### config.mk
export PLATFORM = sky130hd
export DESIGN_NAME = halfband_upsampler_2x_core
export DESIGN_NICKNAME = d
export VERILOG_FILES = /design/src/hbu_pkg.sv /design/src/hbu_tap_cell.sv /design/src/hbu_mac.sv /design/src/halfband_upsampler_2x_core.sv
export SDC_FILE = /design/constraint.sdc
export NUM_CORES = 1
export LEC_CHECK = 0
export ABC_AREA = 0
export ABC_CLOCK_PERIOD_IN_PS = 7300
export BUFFER_PORTS_ARGS = -buffer_cell sky130_fd_sc_hd__buf_4
export CORE_ASPECT_RATIO = 2
export CORE_MARGIN = 1.5
export CORE_UTILIZATION = 65
export CTS_CLUSTER_DIAMETER = 50
export DETAILED_ROUTE_END_ITERATION = 6
export PLACE_DENSITY_LB_ADDON = 0.1
export SYNTH_ARGS = -nofsm -noshare
export SYNTH_HDL_FRONTEND = slang
export SYNTH_SLANG_ARGS = --single-unit
### constraint.sdc
create_clock -name i_clk -period 7.3 [get_ports i_clk]
set_clock_uncertainty 0.05 [all_clocks]
set_input_delay 0.73 -clock i_clk [delete_from_list [all_inputs] [get_ports i_clk]]
set_output_delay 0.73 -clock i_clk [all_outputs]
set_load 0.05 [all_outputs]
### src/hbu_pkg.sv
package hbu_pkg;

    localparam int SAMPLE_W   = 16;
    localparam int HIST_DEPTH = 5;
    localparam int SUM_W      = SAMPLE_W + 1;
    localparam int ACC_W      = 26;
    localparam int FRAC_W     = 8;
    localparam int Q_W        = ACC_W - FRAC_W;
    localparam int CFG_IDX_W  = 2;

    // Coefficients 38400, -6400, 768 share a factor of 256; the factor folds
    // into the final scaling so that (acc + 32768) / 65536 becomes
    // (t + 128) / 256 with t built from the reduced coefficients.
    localparam logic signed [ACC_W-1:0] COEF_INNER = ACC_W'(150);
    localparam logic signed [ACC_W-1:0] COEF_MID   = ACC_W'(25);
    localparam logic signed [ACC_W-1:0] COEF_OUTER = ACC_W'(3);
    localparam logic signed [ACC_W-1:0] ROUND_HALF = ACC_W'(128);

    localparam logic signed [Q_W-1:0] SAT_MAX = Q_W'(32767);
    localparam logic signed [Q_W-1:0] SAT_MIN = -Q_W'(32768);

    localparam logic [CFG_IDX_W-1:0] REG_UPSAMPLE_MODE = 2'd0;
    localparam logic [CFG_IDX_W-1:0] REG_TONE_MODE     = 2'd1;
    localparam logic [CFG_IDX_W-1:0] REG_MUTE_REQUEST  = 2'd2;

    typedef logic signed [SAMPLE_W-1:0] t_sample;

endpackage

### src/hbu_tap_cell.sv
module hbu_tap_cell (
    input  logic             i_clk,
    input  logic             i_rst_n,
    input  logic             i_clear,
    input  logic             i_advance,
    input  hbu_pkg::t_sample i_tap_in,
    output hbu_pkg::t_sample o_tap
);
    import hbu_pkg::*;

    t_sample r_tap;
    t_sample n_tap;

    always_comb begin
        n_tap = r_tap;
        if (i_clear) begin
            n_tap = '0;
        end else if (i_advance) begin
            n_tap = i_tap_in;
        end
    end

    always_ff @(posedge i_clk) begin
        if (!i_rst_n) begin
            r_tap <= '0;
        end else begin
            r_tap <= n_tap;
        end
    end

    assign o_tap = r_tap;

endmodule

### src/hbu_mac.sv
module hbu_mac (
    input  logic             i_clk,
    input  logic             i_load,
    input  hbu_pkg::t_sample i_taps [hbu_pkg::HIST_DEPTH+1],
    output hbu_pkg::t_sample o_value
);
    import hbu_pkg::*;

    logic signed [SUM_W-1:0] w_sum_inner;
    logic signed [SUM_W-1:0] w_sum_mid;
    logic signed [SUM_W-1:0] w_sum_outer;
    logic signed [ACC_W-1:0] r_prod_inner;
    logic signed [ACC_W-1:0] r_prod_mid;
    logic signed [ACC_W-1:0] r_prod_outer;
    logic signed [ACC_W-1:0] w_acc;
    logic signed [Q_W-1:0]   w_floor;
    logic signed [Q_W-1:0]   w_quot;

    // Fold the symmetric pairs first: taps 2/3, 1/4, 0/new sample.
    assign w_sum_inner = SUM_W'(i_taps[2]) + SUM_W'(i_taps[3]);
    assign w_sum_mid   = SUM_W'(i_taps[1]) + SUM_W'(i_taps[4]);
    assign w_sum_outer = SUM_W'(i_taps[0]) + SUM_W'(i_taps[5]);

    always_ff @(posedge i_clk) begin
        if (i_load) begin
            r_prod_inner <= ACC_W'(w_sum_inner) * COEF_INNER;
            r_prod_mid   <= ACC_W'(w_sum_mid) * COEF_MID;
            r_prod_outer <= ACC_W'(w_sum_outer) * COEF_OUTER;
        end
    end

    // Round, truncate toward zero, saturate.
    assign w_acc   = r_prod_inner - r_prod_mid + r_prod_outer + ROUND_HALF;
    assign w_floor = w_acc[ACC_W-1:FRAC_W];
    assign w_quot  = (w_acc[ACC_W-1] && (w_acc[FRAC_W-1:0] != '0))
                     ? w_floor + Q_W'(1) : w_floor;

    always_comb begin
        if (w_quot > SAT_MAX) begin
            o_value = SAMPLE_W'(SAT_MAX);
        end else if (w_quot < SAT_MIN) begin
            o_value = SAMPLE_W'(SAT_MIN);
        end else begin
            o_value = w_quot[SAMPLE_W-1:0];
        end
    end

endmodule

### src/halfband_upsampler_2x_core.sv
// Half-band 2x interpolator for one 16-bit audio channel. In 2x mode every
// input transaction yields two output transactions: the sample from three
// items earlier (tlast low), then the six-tap half-band value (tlast high).
// In 1x mode each sample passes through as one transaction with tlast high.
// With mute requested and tone mode clear, outputs are zero and the history
// holds. Writing the upsample_mode register clears the history. The design
// takes one input per cycle up to the output rate, while the output is ready:
// two output transactions per item in 2x mode and one in 1x mode, as the single
// output port delivers one result per cycle. An input passes one product stage
// and one output register before its first result. Write configuration
// only while no transaction is in flight.
module halfband_upsampler_2x_core (
    input  logic                            i_clk,
    input  logic                            i_rst_n,
    input  logic                            i_cfg_wr_en,
    input  logic [hbu_pkg::CFG_IDX_W-1:0]   i_cfg_index,
    input  logic                            i_cfg_data,
    input  logic                            i_s_axis_tvalid,
    output logic                            o_s_axis_tready,
    input  logic [15:0]                     i_s_axis_tdata,  // [15:0] sample_in
    output logic                            o_m_axis_tvalid,
    input  logic                            i_m_axis_tready,
    output logic [15:0]                     o_m_axis_tdata,  // [15:0] sample_out
    output logic                            o_m_axis_tlast   // last_of_item
);
    import hbu_pkg::*;

    // Configuration registers
    logic r_upsample_mode;
    logic r_tone_mode;
    logic r_mute_request;
    logic w_hist_clear;

    always_ff @(posedge i_clk) begin
        if (!i_rst_n) begin
            r_upsample_mode <= 1'b0;
            r_tone_mode     <= 1'b0;
            r_mute_request  <= 1'b0;
        end else if (i_cfg_wr_en) begin
            unique case (i_cfg_index)
                REG_UPSAMPLE_MODE: r_upsample_mode <= i_cfg_data;
                REG_TONE_MODE:     r_tone_mode     <= i_cfg_data;
                REG_MUTE_REQUEST:  r_mute_request  <= i_cfg_data;
                default:           ;
            endcase
        end
    end

    assign w_hist_clear = i_cfg_wr_en && (i_cfg_index == REG_UPSAMPLE_MODE);

    logic w_mute;
    assign w_mute = !r_tone_mode && r_mute_request;

    // Pipeline handshake
    logic r_s1_valid;
    logic r_s1_two;
    logic r_s1_zero;
    t_sample r_s1_orig;
    logic r_out_valid;
    logic r_out_first;   // first of a pair is on the bus
    t_sample r_out_orig;
    t_sample r_out_interp;

    logic w_s2_free;
    logic w_s1_adv;
    logic w_in_accept;
    logic w_hist_advance;

    assign w_s2_free   = !r_out_valid || (i_m_axis_tready && !r_out_first);
    assign w_s1_adv    = r_s1_valid && w_s2_free;
    assign o_s_axis_tready = !r_s1_valid || w_s2_free;
    assign w_in_accept = i_s_axis_tvalid && o_s_axis_tready;
    assign w_hist_advance = w_in_accept && r_upsample_mode && !w_mute;

    // History: a chain of tap cells, oldest at index 0, new sample at the end.
    t_sample w_chain [HIST_DEPTH+1];
    assign w_chain[HIST_DEPTH] = i_s_axis_tdata;

    for (genvar g = 0; g < HIST_DEPTH; g++) begin : g_tap
        hbu_tap_cell u_cell (
            .i_clk     (i_clk),
            .i_rst_n   (i_rst_n),
            .i_clear   (w_hist_clear),
            .i_advance (w_hist_advance),
            .i_tap_in  (w_chain[g+1]),
            .o_tap     (w_chain[g])
        );
    end

    t_sample w_interp;

    hbu_mac u_mac (
        .i_clk   (i_clk),
        .i_load  (w_in_accept),
        .i_taps  (w_chain),
        .o_value (w_interp)
    );

    // Stage 1: capture the item's control and the original (delayed in 2x mode).
    always_ff @(posedge i_clk) begin
        if (!i_rst_n) begin
            r_s1_valid <= 1'b0;
        end else if (w_in_accept) begin
            r_s1_valid <= 1'b1;
        end else if (w_s1_adv) begin
            r_s1_valid <= 1'b0;
        end
    end

    always_ff @(posedge i_clk) begin
        if (w_in_accept) begin
            r_s1_two  <= r_upsample_mode;
            r_s1_zero <= w_mute;
            r_s1_orig <= r_upsample_mode ? w_chain[2] : t_sample'(i_s_axis_tdata);
        end
    end

    // Output register: a pair drains over two transactions, a 1x result over one.
    always_ff @(posedge i_clk) begin
        if (!i_rst_n) begin
            r_out_valid <= 1'b0;
            r_out_first <= 1'b0;
        end else if (w_s1_adv) begin
            r_out_valid <= 1'b1;
            r_out_first <= r_s1_two;
        end else if (r_out_valid && i_m_axis_tready) begin
            if (r_out_first) begin
                r_out_first <= 1'b0;
            end else begin
                r_out_valid <= 1'b0;
            end
        end
    end

    always_ff @(posedge i_clk) begin
        if (w_s1_adv) begin
            r_out_orig <= r_s1_zero ? '0 : r_s1_orig;
            if (r_s1_zero) begin
                r_out_interp <= '0;
            end else if (r_s1_two) begin
                r_out_interp <= w_interp;
            end else begin
                r_out_interp <= r_s1_orig;
            end
        end
    end

    assign o_m_axis_tvalid = r_out_valid;
    assign o_m_axis_tdata  = r_out_first ? r_out_orig : r_out_interp;
    assign o_m_axis_tlast  = !r_out_first;

    // A stage-1 item that cannot move must still be there next cycle.
    a_s1_hold: assert property (@(posedge i_clk) disable iff (!i_rst_n)
        r_s1_valid && !w_s2_free |=> r_s1_valid)
        else $error("stage-1 item dropped while output busy");

    // After the first of a pair is taken, the second must follow.
    a_pair_second: assert property (@(posedge i_clk) disable iff (!i_rst_n)
        r_out_valid && r_out_first && i_m_axis_tready |=>
            o_m_axis_tvalid && o_m_axis_tlast)
        else $error("second result of a pair missing");

    // A muted item, with no register write in the same cycle, leaves the history untouched.
    a_mute_hist: assert property (@(posedge i_clk) disable iff (!i_rst_n)
        w_in_accept && w_mute && !i_cfg_wr_en |=> $stable(w_chain[0])
            && $stable(w_chain[4]))
        else $error("history changed on muted item");

endmodule

## Word level (Yosys, flattened, before mapping)

Index checks and enable logic that the tools add are counted.
W data, S select, Z words.

- Output and inout port bits: 19
- Word-level logic and storage cells: 73
- Input port bits: 24
- Bits in registers: 213

- Add/subtract/negate cells: 7
- Eq/ne operators: 3
- Bitwise operators: 1
- $lt $le $gt $ge: 2
- $mul: 3
- Reduce and logical (&&, ||, !) cells: 25
- Multiplexer cells: 13

Operators with widths:

| operator | count |
|---|---|
| $mux W16 | 5 |
| $add A16 B16 Y17 | 3 |
| $add A26 B26 Y26 | 1 |
| $add A26 B9 Y26 const B | 1 |
| $sub A26 B26 Y26 | 1 |
| $mul A17 B8 Y25 const B | 1 |
| $mul A17 B6 Y23 const B | 1 |
| $mul A17 B3 Y20 const B | 1 |
| $add A18 B2 Y18 const B | 1 |
| $gt A18 B16 Y1 const B | 1 |
| $lt A18 B16 Y1 const B | 1 |
| $mux W18 | 1 |
| $logic_and A1 B1 Y1 | 9 |
| $reduce_and A2 Y1 | 4 |
| $reduce_bool A8 Y1 | 1 |
| $mux W1 | 7 |
| $logic_not A1 Y1 | 5 |
| $reduce_bool A2 Y1 | 2 |
| $eq A2 B1 Y1 const B | 1 |
| $eq A2 B2 Y1 const B | 1 |
| $logic_not A2 Y1 | 1 |
| $logic_or A1 B1 Y1 | 2 |
| $ne A2 B1 Y1 const B | 1 |
| $reduce_or A2 Y1 | 1 |
| $not A1 Y1 | 1 |

## Longest topological paths before layout

Gate-level depths: netlist (run 1).

- Depth after elaboration: 10
- Depth in mapped cells: 26

## By module

A second synthesis (run 1) with hierarchy kept.

- Cells, all modules: 1647
- Area, all modules: 17000.1 µm²

By module, submodules not included:

| module | times used | area an instance (µm²) | seq. area each (µm²) | cells an instance |
|---|---|---|---|---|
| hbu_mac | 1 | 11477.3 | 2042.0 | 1210 |
| hbu_tap_cell | 5 | 594.3 | 320.3 | 53 |
| halfband_upsampler_2x_core | 1 | 2551.2 | 1621.6 | 172 |

## Worst setup path after synthesis (run 1)

No wires, ideal clock.

- Path type: flip-flop to flip-flop
- Start: register r_out_first
- End: register g_tap[0].u_cell.r_tap[0]
- Data arrival time: 6.805 ns
- Buffers on the path: 2
- Required time: 7.118 ns
- Slack: 0.313 ns
- Library setup time: 0.132 ns
- Stages on the path, launching flop included: 9
- Cells stage by stage: dfxtp_1 > clkbuf_1 > inv_1 > a21boi_0 > a21oi_1 > nand3_1 > clkbuf_1 > nand2_1 > a21oi_1

- Longest elaborated chain between the ends: 7

RTL lines:

| element | line | RTL |
|---|---|---|
| from (decl) | halfband_upsampler_2x_core.sv:60 | `logic r_out_first;` |
| from (signal assigned) | halfband_upsampler_2x_core.sv:125 | `r_out_first <= r_s1_two;` |
| $logic_not A1 Y1 | -- |  |
| net o_m_axis_tlast | halfband_upsampler_2x_core.sv:24 | `output logic o_m_axis_tlast` |
| $logic_and A1 B1 Y1 | halfband_upsampler_2x_core.sv:69 | `assign w_s2_free = !r_out_valid \|\| (i_m_axis_tready && !r_out_first);` |
| $logic_or A1 B1 Y1 | halfband_upsampler_2x_core.sv:69 |  |
| $logic_or A1 B1 Y1 | halfband_upsampler_2x_core.sv:71 | `assign o_s_axis_tready = !r_s1_valid \|\| w_s2_free;` |
| $logic_and A1 B1 Y1 | halfband_upsampler_2x_core.sv:72 | `assign w_in_accept = i_s_axis_tvalid && o_s_axis_tready;` |
| net u_mac.i_load | hbu_mac.sv:3 | `input logic i_load,` |
| $logic_and A1 B1 Y1 (2 in series) | halfband_upsampler_2x_core.sv:73 | `assign w_hist_advance = w_in_accept && r_upsample_mode && !w_mute;` |
| to (signal assigned) | hbu_tap_cell.sv:27 | `r_tap <= n_tap;` |
| to (decl) | hbu_tap_cell.sv:11 | `t_sample r_tap;` |

The timed path passes the listed nets, and every way through them passes these cells.
A chain may end at the register's enable or synchronous reset.

## Final worst setup path (run 1)

- Start: register g_tap[2].u_cell.r_tap[0]
- End: register u_mac.r_prod_inner[24] (data pin)

- Longest elaborated chain between the ends: 2

RTL lines:

| element | line | RTL |
|---|---|---|
| from (decl) | hbu_tap_cell.sv:11 |  |
| from (signal assigned) | hbu_tap_cell.sv:27 |  |
| $add A16 B16 Y17 | hbu_mac.sv:20 | `assign w_sum_inner = SUM_W'(i_taps[2]) + SUM_W'(i_taps[3]);` |
| $mul A17 B8 Y25 | hbu_mac.sv:26 | `r_prod_inner <= ACC_W'(w_sum_inner) * COEF_INNER;` |
| to (signal assigned) | hbu_mac.sv:26 |  |
| to (decl) | hbu_mac.sv:12 | `logic signed [ACC_W-1:0] r_prod_inner;` |

No other way between the ends.

==> results.json, run 1 <==
{
  "finalHoldViolCount": 0,
  "crit_slowest_cell": "fa_1",
  "crit_required_ps": 7520,
  "netlist_area_sq_mm": 0.0170,
  "fillerInstances": 2008,
  "core.rowCount": 83,
  "start_util": 0.662,
  "die_h_um": 232,
  "drt-total-wl_um": 38700,
  "grt-ovfl-total": 0,
  "synth_area_per_cell_sq_um": 9.61,
  "layout.nets": 2134,
  "dr.pass1.iters": 5,
  "postSynthCellCount": 1766,
  "critPathMaxStageDelay_ps": 400,
  "post-route-util": 0.709,
  "setup_slack_ps": 737,
  "post-cts-setup-buffer-count": 0,
  "die_x_um": 117,
  "htree_levels": 1,
  "fin_crit_ps": 6560,
  "cp_num_buf_inv": 2,
  "numPortBuffers": 42,
  "endpoint": "u_mac.r_prod_inner[24]$_DFFE_PP_",
  "wl_per_cell_um": 18.0,
  "maxCapViolations": 0,
  "reg2reg_setup_slack_ps": 740,
  "min_path_type": "reg -> reg",
  "finalPower_mw": 3.91,
  "pwr-share-seq": 0.335,
  "yosysTopAreaCell": "edfxtp_1",
  "fin_tns_setup_ps": 0,
  "synth.area.top_cells": "edfxtp_1, ha_1, dfxtp_1",
  "clkPwrFrac": 0.258,
  "p_comb_frac": 0.407,
  "crit_start": "g_tap[2].u_cell.o_tap[0]$_SDFFE_PP0P_",
  "worstSetupStartpointType": "flip-flop",
  "yosysMostFrequentCell": "ha_1",
  "internal_power_mw": 2.41,
  "synth_edf_count": 118,
  "path_common_cell": "a21oi_1",
  "drt-initial-drc-count": 576,
  "yosys_warnings": 0,
  "final_antenna_net_count": 0,
  "worst_pin_slew_ps": 1050,
  "cp.depth": 25,
  "peakVddDrop_v": 0.000220,
  "root_buffer": "clkbuf_16",
  "numCtsBuffers": 20,
  "reg2reg_from": "g_tap[2].u_cell.o_tap[0]$_SDFFE_PP0P_",
  "grt_max_degree": 81,
  "grt.busiest_layer": "met2",
  "grt_util_met2": 0.563,
  "grt_usage": 0.296,
  "ys_types": 90,
  "synthTopCellsByCount": "ha_1, nand2_1, inv_1",
  "io_pins": 43,
  "final_cells": 2145,
  "yosysSeqAreaShare": 0.310,
  "placed_cells": 2109,
  "clk_pin_slew_ps": 70,
  "use_met1": 0.299,
  "critical_path_arrival_ps": 6780,
  "synth-main-ff-cell": "edfxtp_1",
  "ys_ff_latch": 204,
  "dp_hpwl_um": 31400,
  "crit_family": "compound AO/OA/AOI/OAI gates",
  "via_per_inst": 5.84,
  "cts_sinks": 204,
  "antenna_found_initial": 0,
  "grt_pass1_wl_um": 61700,
  "setup_viol": 0,
  "hold_buffers": 0,
  "synth_top_area_frac": 0.209,
  "rsz0062_at_grt": "false",
  "syn_nets": 2109,
  "gp_congestion": 0.969,
  "rr_worst_depth": 25,
  "r2r-end": "u_mac.r_prod_inner[24]$_DFFE_PP_",
  "grt_pass1_vias": 12600,
  "syn_to_final_growth_pct": 7.16,
  "p_per_area_mw_per_mm2": 215,
  "via_count": 12500,
  "slew_headroom": 0.299,
  "p_sw_frac": 0.384,
  "diodes": 0,
  "cp-end-kind": "flip-flop",
  "criticalPathCategory": "reg -> reg",
  "cts_tree": "yes",
  "cts.path.max_buffers": 3,
  "ys_async_sr_fraction": 0,
  "p_leak_nw": 8.35,
  "cp_max_fo": 5,
  "grt_use_met3": 0.0298,
  "max_freq_mhz": 152,
  "drive_above_1_share": 0.0936,
  "dp_worst_setup_slack_ps": 764,
  "cts_resized": 0,
  "clk_latency_ps": 530,
  "core_area_sq_mm": 0.0257,
  "drv_slew": 0,
  "die-area_sq_mm": 0.0272,
  "status": "completed",
  "p_switching_mw": 1.50,
  "fin_crit_sh": 0.899,
  "drc_errors": 0
}
layout make-up:
class | instances | area (sq um) | area share
clock inverters | 12 | 101 | 0.00557
well taps | 340 | 425 | 0.0234
inverters | 179 | 672 | 0.0369
clock buffers | 24 | 536 | 0.0294
repair buffers | 51 | 383 | 0.0210
multi-input cells | 1335 | 10800 | 0.594
flip-flops and latches | 204 | 5270 | 0.289
metal layers:
metal / share of wire / wire length (um)
met5: 0 / 0
met4: 0.067 / 2610
met3: 0.028 / 1080
met2: 0.56 / 21500
met1: 0.35 / 13500
registers in the layout, indices dropped and copies added, names as in the netlist:
name	flops
g_tap.u_cell.o_tap	80
r_mute_request	1
u_mac.r_prod_mid	23
r_tone_mode	1
r_s1_valid	1
r_upsample_mode	1
r_s1_orig	16
r_s1_two	1
r_out_orig	16
u_mac.r_prod_outer	20
r_out_interp	16
u_mac.r_prod_inner	25
r_out_first	1
r_s1_zero	1
o_m_axis_tvalid	1
cell usage in the layout, fill, tap and decap left out, types with 28 or more instances in the layout:
master    instances
inv_1           181
nand3_1          33
nor3_1           28
fa_1             75
xnor2_1          97
nand2_1         237
buf_4            51
nor2b_1          34
mux2_2           33
edfxtp_1        118
nor2_1           81
ha_1            244
dfxtp_1          86
a21oi_1         158
worst min-delay path, delay by kind of cell, from the launching register on:
family | cells | cell delay, ps
and+or+nand+nor | 1 | 50
AOI/OAI and AO/OA | 1 | 50
DFF | 1 | 310
cells by family after synthesis:
logic type | count (synthesis) | synth area share
AOI/OAI and AO/OA | 350 | 0.138
xor gates and xnor gates | 123 | 0.0634
adders and majority gates | 319 | 0.268
buffers and inverters | 227 | 0.0545
DFF | 204 | 0.310
muxes | 44 | 0.0287
and+or+nand+nor | 499 | 0.137
worst min-delay path by stage:
stage / endpoint / cells after the start / startpoint
after global routing: o_m_axis_tvalid$_SDFFE_PN0P_ / 2 / i_rst_n
after floorplan: r_s1_two$_DFFE_PP_ / 0 / r_upsample_mode$_SDFFE_PN0P_
after global placement: g_tap[0].u_cell.o_tap[11]$_SDFFE_PP0P_ / 2 / g_tap[0].u_cell.o_tap[11]$_SDFFE_PP0P_
after detailed placement: g_tap[0].u_cell.o_tap[14]$_SDFFE_PP0P_ / 2 / g_tap[0].u_cell.o_tap[14]$_SDFFE_PP0P_
after CTS: o_m_axis_tvalid$_SDFFE_PN0P_ / 2 / i_rst_n
final: g_tap[0].u_cell.o_tap[14]$_SDFFE_PP0P_ / 2 / g_tap[0].u_cell.o_tap[14]$_SDFFE_PP0P_
power groups by stage:
stage	Combinational, mW	Clock [mW]	Sequential [mW]
4_1_cts	1.57	1.02	1.31
3_3_place_gp	1.54	0	1.33
5_1_grt	1.75	1.07	1.32
2_1_floorplan	1.20	0	1.33
3_5_place_dp	1.56	0	1.34
6_report	1.59	1.01	1.31
through the flow:
step                hold slack (ps)  area, sq um
floorplan                       356        17000
finish                          410        18200
CTS                             397        18200
global placement                397        17600
detailed placement              401        17600
global route                    407        18200
Power figures use the tool's default switching activity.
==> run 2: changes to the inputs <==
--- a/config.mk
+++ b/config.mk
@@ -13,7 +13,7 @@
 export CORE_UTILIZATION = 65
 export CTS_CLUSTER_DIAMETER = 50
 export DETAILED_ROUTE_END_ITERATION = 6
-export PLACE_DENSITY_LB_ADDON = 0.1
+export PLACE_DENSITY_LB_ADDON = 0.05
 export SYNTH_ARGS = -nofsm -noshare
 export SYNTH_HDL_FRONTEND = slang
 export SYNTH_SLANG_ARGS = --single-unit
==> results.json, run 2 (synthesis results as in run 1) <==
{
  "clk_latency_ps": 510,
  "cp-end-kind": "flip-flop",
  "critical_path_arrival_ps": 6830,
  "worst_pin_slew_ps": 1100,
  "drt-total-wl_um": 38700,
  "fillerInstances": 2048,
  "cp_max_fo": 6,
  "grt-ovfl-total": 0,
  "numCtsBuffers": 19,
  "p_switching_mw": 1.51,
  "drc_errors": 0,
  "p_per_area_mw_per_mm2": 217,
  "reg2reg_setup_slack_ps": 670,
  "criticalPathCategory": "reg -> reg",
  "numPortBuffers": 42,
  "fin_crit_sh": 0.908,
  "final_antenna_net_count": 0,
  "final_cells": 2143,
  "finalHoldViolCount": 0,
  "setup_viol": 0,
  "die_h_um": 232,
  "peakVddDrop_v": 0.000199,
  "dp_worst_setup_slack_ps": 762,
  "grt_pass1_wl_um": 61500,
  "min_path_type": "reg -> reg",
  "hold_buffers": 0,
  "io_pins": 43,
  "pwr-share-seq": 0.332,
  "p_sw_frac": 0.384,
  "cts_resized": 0,
  "rsz0062_at_grt": "false",
  "clk_pin_slew_ps": 60,
  "start_util": 0.662,
  "p_comb_frac": 0.413,
  "cts_tree": "yes",
  "drv_slew": 0,
  "root_buffer": "clkbuf_16",
  "dr.pass1.iters": 7,
  "critPathMaxStageDelay_ps": 510,
  "clkPwrFrac": 0.255,
  "placed_cells": 2109,
  "grt_usage": 0.295,
  "gp_congestion": 0.981,
  "maxCapViolations": 0,
  "multiInputGateArea_sq_mm": 0.0108,
  "register_area_sq_mm": 0.00527,
  "internal_power_mw": 2.43,
  "dp_hpwl_um": 31300,
  "core.rowCount": 83,
  "drive_above_1_share": 0.0926,
  "cts.path.max_buffers": 3,
  "via_count": 12600,
  "antenna_found_initial": 0,
  "wl_per_cell_um": 18.1,
  "setup_slack_ps": 669,
  "layout_common_cells": "ha_1, nand2_1, inv_1",
  "final_common_cell": "ha_1",
  "grt_max_degree": 81,
  "die-area_sq_mm": 0.0272,
  "slew_headroom": 0.260,
  "status": "completed",
  "cp_num_buf_inv": 1,
  "syn_to_final_growth_pct": 7.04,
  "cts_sinks": 204,
  "core_area_sq_mm": 0.0257,
  "crit_required_ps": 7500,
  "post-cts-setup-buffer-count": 0,
  "layout.nets": 2133,
  "crit_family": "compound AO/OA/AOI/OAI gates",
  "via_per_inst": 5.87,
  "diodes": 0,
  "die_x_um": 117,
  "largest_register_ffs": 80,
  "worstSetupStartpointType": "flip-flop",
  "max_freq_mhz": 151,
  "fin_crit_ps": 6630,
  "crit_slowest_cell": "fa_1",
  "p_leak_nw": 8.32,
  "crit_chain": "ha_1, fa_1, a21o_1, a21oi_1, o21bai_1, a21oi_1, o21bai_1, a41o_1, o41a_1, nand4_1, a41oi_1, inv_1, ha_1, fa_1, fa_1, ha_1, nand3_1, nand2_1, a41oi_1, a211oi_1, a31oi_1, xnor2_1",
  "htree_levels": 1,
  "drt-initial-drc-count": 477,
  "fin_tns_setup_ps": 0,
  "grt_pass1_vias": 12600
}
[run 2: changes by cell type in the layout (fill, tap and decap cells not counted), sizes merged]
cell | previous run | this run
bufinv | 0 | 2
inv | 185 | 182
clkinv | 5 | 2
clkinvlp | 1 | 3
[run 2: tightest hold or removal path: stages (launching register included)]
cell and delay, ps:
dfxtp_1 310, nand2_1 50, a21oi_1 50
[run 2: metal layers]
layer | GRT usage | part of all wire | vias up
met5 | 0 | 0 | -
met4 | 0.173 | 0.065 | 0
met3 | 0.0248 | 0.022 | 106
met2 | 0.554 | 0.55 | 224
met1 | 0.310 | 0.37 | 6049
li1 | - | - | 6197
[run 2: final timing paths]
check,startpoint,to,cells after the start
worst max-delay path,g_tap[2].u_cell.o_tap[0]$_SDFFE_PP0P_,u_mac.r_prod_inner[25]$_DFFE_PP_,22
worst min-delay path,g_tap[0].u_cell.o_tap[9]$_SDFFE_PP0P_,g_tap[0].u_cell.o_tap[9]$_SDFFE_PP0P_,2
worst max register to register,g_tap[2].u_cell.o_tap[0]$_SDFFE_PP0P_,u_mac.r_prod_inner[25]$_DFFE_PP_,22
worst min register to register,g_tap[0].u_cell.o_tap[9]$_SDFFE_PP0P_,g_tap[0].u_cell.o_tap[9]$_SDFFE_PP0P_,2
[run 2: power by group through the flow]
stage | registers, mW | clock network (mW) | logic, mW
3_3_place_gp | 1.33 | 0 | 1.53
4_1_cts | 1.31 | 1.02 | 1.57
6_report | 1.31 | 1.01 | 1.63
2_1_floorplan | 1.33 | 0 | 1.20
5_1_grt | 1.32 | 1.06 | 1.76
3_5_place_dp | 1.34 | 0 | 1.56
[run 2: per-stage QoR]
| stage | hold slack, ps | utilization | area (sq um) | total power [mW] |
|---|---|---|---|---|
| 6_report | 409 | 0.709 | 18200 | 3.94 |
| 4_1_cts | 408 | 0.709 | 18200 | 3.90 |
| 5_1_grt | 418 | 0.709 | 18200 | 4.14 |
| 3_5_place_dp | 403 | 0.685 | 17600 | 2.90 |
| 3_3_place_gp | 397 | 0.685 | 17600 | 2.87 |
| 2_1_floorplan | 356 | - | 17000 | 2.53 |
[run 2: layout make-up]
cell class                 count  share of cell area
clock buffer                  24              0.0272
clock inverter                10             0.00681
inverter                     179              0.0370
multi-input combinational   1335               0.595
sequential                   204               0.290
tap                          340              0.0234
timing repair buffer          51              0.0211
==> run 3: changes to the inputs <==
--- a/config.mk
+++ b/config.mk
@@ -16,4 +16,5 @@
 export PLACE_DENSITY_LB_ADDON = 0.05
 export SYNTH_ARGS = -nofsm -noshare
 export SYNTH_HDL_FRONTEND = slang
+export SYNTH_HIERARCHICAL = 1
 export SYNTH_SLANG_ARGS = --single-unit
==> results.json, run 3 <==
{
  "synth.area.top_cells": "edfxtp_1, ha_1, dfxtp_1",
  "ys_async_sr_fraction": 0,
  "cp_max_fo": 6,
  "die_x_um": 117,
  "synth-main-ff-cell": "edfxtp_1",
  "layout.nets": 2019,
  "max_freq_mhz": 153,
  "grt_pass1_vias": 12500,
  "drt-total-wl_um": 36700,
  "synth_area_per_cell_sq_um": 10.3,
  "fin_tns_setup_ps": 0,
  "final_common_cell": "ha_1",
  "slew_headroom": 0.292,
  "setup_viol": 0,
  "status": "completed",
  "core.rowCount": 83,
  "finalHoldViolCount": 0,
  "root_buffer": "clkbuf_16",
  "grt_usage": 0.274,
  "clk_pin_slew_ps": 70,
  "p_per_area_mw_per_mm2": 203,
  "maxCapViolations": 0,
  "hold_buffers": 0,
  "yosysTopAreaCell": "edfxtp_1",
  "grt_max_degree": 76,
  "ys_ff_latch": 204,
  "min_path_type": "in -> reg",
  "p_leak_nw": 8.37,
  "start_util": 0.663,
  "cts_sinks": 204,
  "io_pins": 43,
  "antenna_found_initial": 0,
  "fin_crit_sh": 0.895,
  "ys_types": 78,
  "die_h_um": 232,
  "diodes": 0,
  "synth_edf_count": 118,
  "yosysSeqAreaShare": 0.310,
  "postSynthCellCount": 1647,
  "final_area_sq_mm": 0.0181,
  "cts.path.max_buffers": 3,
  "peakVddDrop_v": 0.000200,
  "htree_levels": 1,
  "numPortBuffers": 42,
  "cp-end-kind": "flip-flop",
  "placed_cells": 1994,
  "netlist_area_sq_mm": 0.0170,
  "largest_register_ffs": 80,
  "die-area_sq_mm": 0.0272,
  "clk_latency_ps": 510,
  "cts_tree": "yes",
  "crit_required_ps": 7500,
  "via_count": 11900,
  "post-cts-setup-buffer-count": 0,
  "dp_hpwl_um": 30600,
  "grt_pass1_wl_um": 59100,
  "drt-initial-drc-count": 533,
  "cts_resized": 0,
  "final_cells": 2029,
  "yosysMostFrequentCell": "ha_1",
  "drive_above_1_share": 0.0835,
  "grt-ovfl-total": 0,
  "dpl_cell_area_sq_mm": 0.0174,
  "syn_nets": 1990,
  "layout_common_cells": "ha_1, inv_1, nor2_1",
  "fin_crit_ps": 6530,
  "dr.pass1.iters": 6,
  "worstSetupStartpointType": "flip-flop",
  "syn_to_final_growth_pct": 6.25,
  "synthTopCellsByCount": "ha_1, inv_1, nor2_1",
  "drv_slew": 0,
  "drc_errors": 0,
  "via_per_inst": 5.85,
  "critical_path_arrival_ps": 6730,
  "synth_top_area_frac": 0.208,
  "rsz0062_at_grt": "false",
  "gp_congestion": 0.895,
  "numCtsBuffers": 20,
  "yosys_warnings": 6,
  "core_area_sq_mm": 0.0257,
  "final_antenna_net_count": 0,
  "worst_pin_slew_ps": 1060,
  "wl_per_cell_um": 18.1,
  "criticalPathCategory": "reg -> reg"
}
## run 3: cell types whose count changed in the layout (fill, tap and decap cells not counted), sizes merged, moves of 7 or more
cell	change
a211oi	-12
xnor2	-7
a21o	+7
mux2i	+92
inv	+22
o21ai	+13
nor2	+71
nand2	-189
nor2b	-10
a21oi	-81
## run 3: area by class of cell
type                       count  area [sq um]
sequential                   204          5270
timing repair buffer          48           360
clock buffer                  27           589
inverter                     201           754
fill                        1950          7590
multi-input combinational   1201         10600
clock inverter                 8          57.6
tap                          340           425
## run 3: critical path: stages, from the launching register on
cell and delay [ps]:
dfxtp_1 450, ha_1 270, a21o_1 180, a21oi_1 220, o21bai_1 90, a21oi_1 240
nor2b_1 80, o21a_1 190, o31a_1 270, o41ai_1 330, buf_4 200, o21bai_1 60
a21oi_1 170, xnor2_1 190, ha_1 330, inv_1 50, fa_1 470, inv_1 50
fa_1 470, ha_1 370, or3_1 400, a41oi_1 310, nor2_1 80, o21a_1 230
o311ai_0 420, xnor2_1 100
## run 3: final timing paths
path	startpoint	endpoint	slack [ps]	cells past startpoint
setup reg to reg	g_tap[2].u_cell/o_tap[1]$_SDFFE_PP0P_	u_mac/r_prod_inner[25]$_DFFE_PP_	770	25
hold / removal	i_cfg_index[0]	r_mute_request$_SDFFE_PN0P_	380	2
hold reg to reg	r_tone_mode$_SDFFE_PN0P_	r_tone_mode$_SDFFE_PN0P_	420	2
setup / recovery	g_tap[2].u_cell/o_tap[1]$_SDFFE_PP0P_	u_mac/r_prod_inner[25]$_DFFE_PP_	770	25
## run 3: per-layer routing
layer | part of all wire | track usage | vias up
met4 | 0.050 | 0.137 | 0
met5 | 0 | 0 | -
li1 | - | - | 5829
met2 | 0.57 | 0.564 | 221
met3 | 0.023 | 0.0233 | 110
met1 | 0.35 | 0.265 | 5708
## run 3: metrics by stage
| step | setup slack [ps] | utilization | power [mW] | hold slack, ps |
|---|---|---|---|---|
| finish | 769 | 0.704 | 3.67 | 379 |
| global route | 463 | 0.704 | 3.88 | 384 |
| CTS | 821 | 0.704 | 3.68 | 360 |
| detailed placement | 829 | 0.679 | 2.65 | 416 |
| global placement | 1000 | 0.679 | 2.61 | 406 |
| floorplan | 1420 | - | 2.39 | 381 |
## run 3: report_power, final
group	switching, mW	total (mW)	internal (mW)
Sequential	0.0308	1.32	1.29
Clock	0.448	1.02	0.573
Combinational	0.805	1.33	0.521
## run 3: kinds of logic after synthesis
logic type / count (synthesis) / share of synthesized area
XOR/XNOR: 121 / 0.0623
adder cells (fa/ha/maj): 319 / 0.268
multiplexers: 135 / 0.0819
AO/OA/AOI/OAI: 268 / 0.108
AND/OR/NAND/NOR: 358 / 0.103
buffers and inverters: 242 / 0.0672
flip-flops: 204 / 0.310
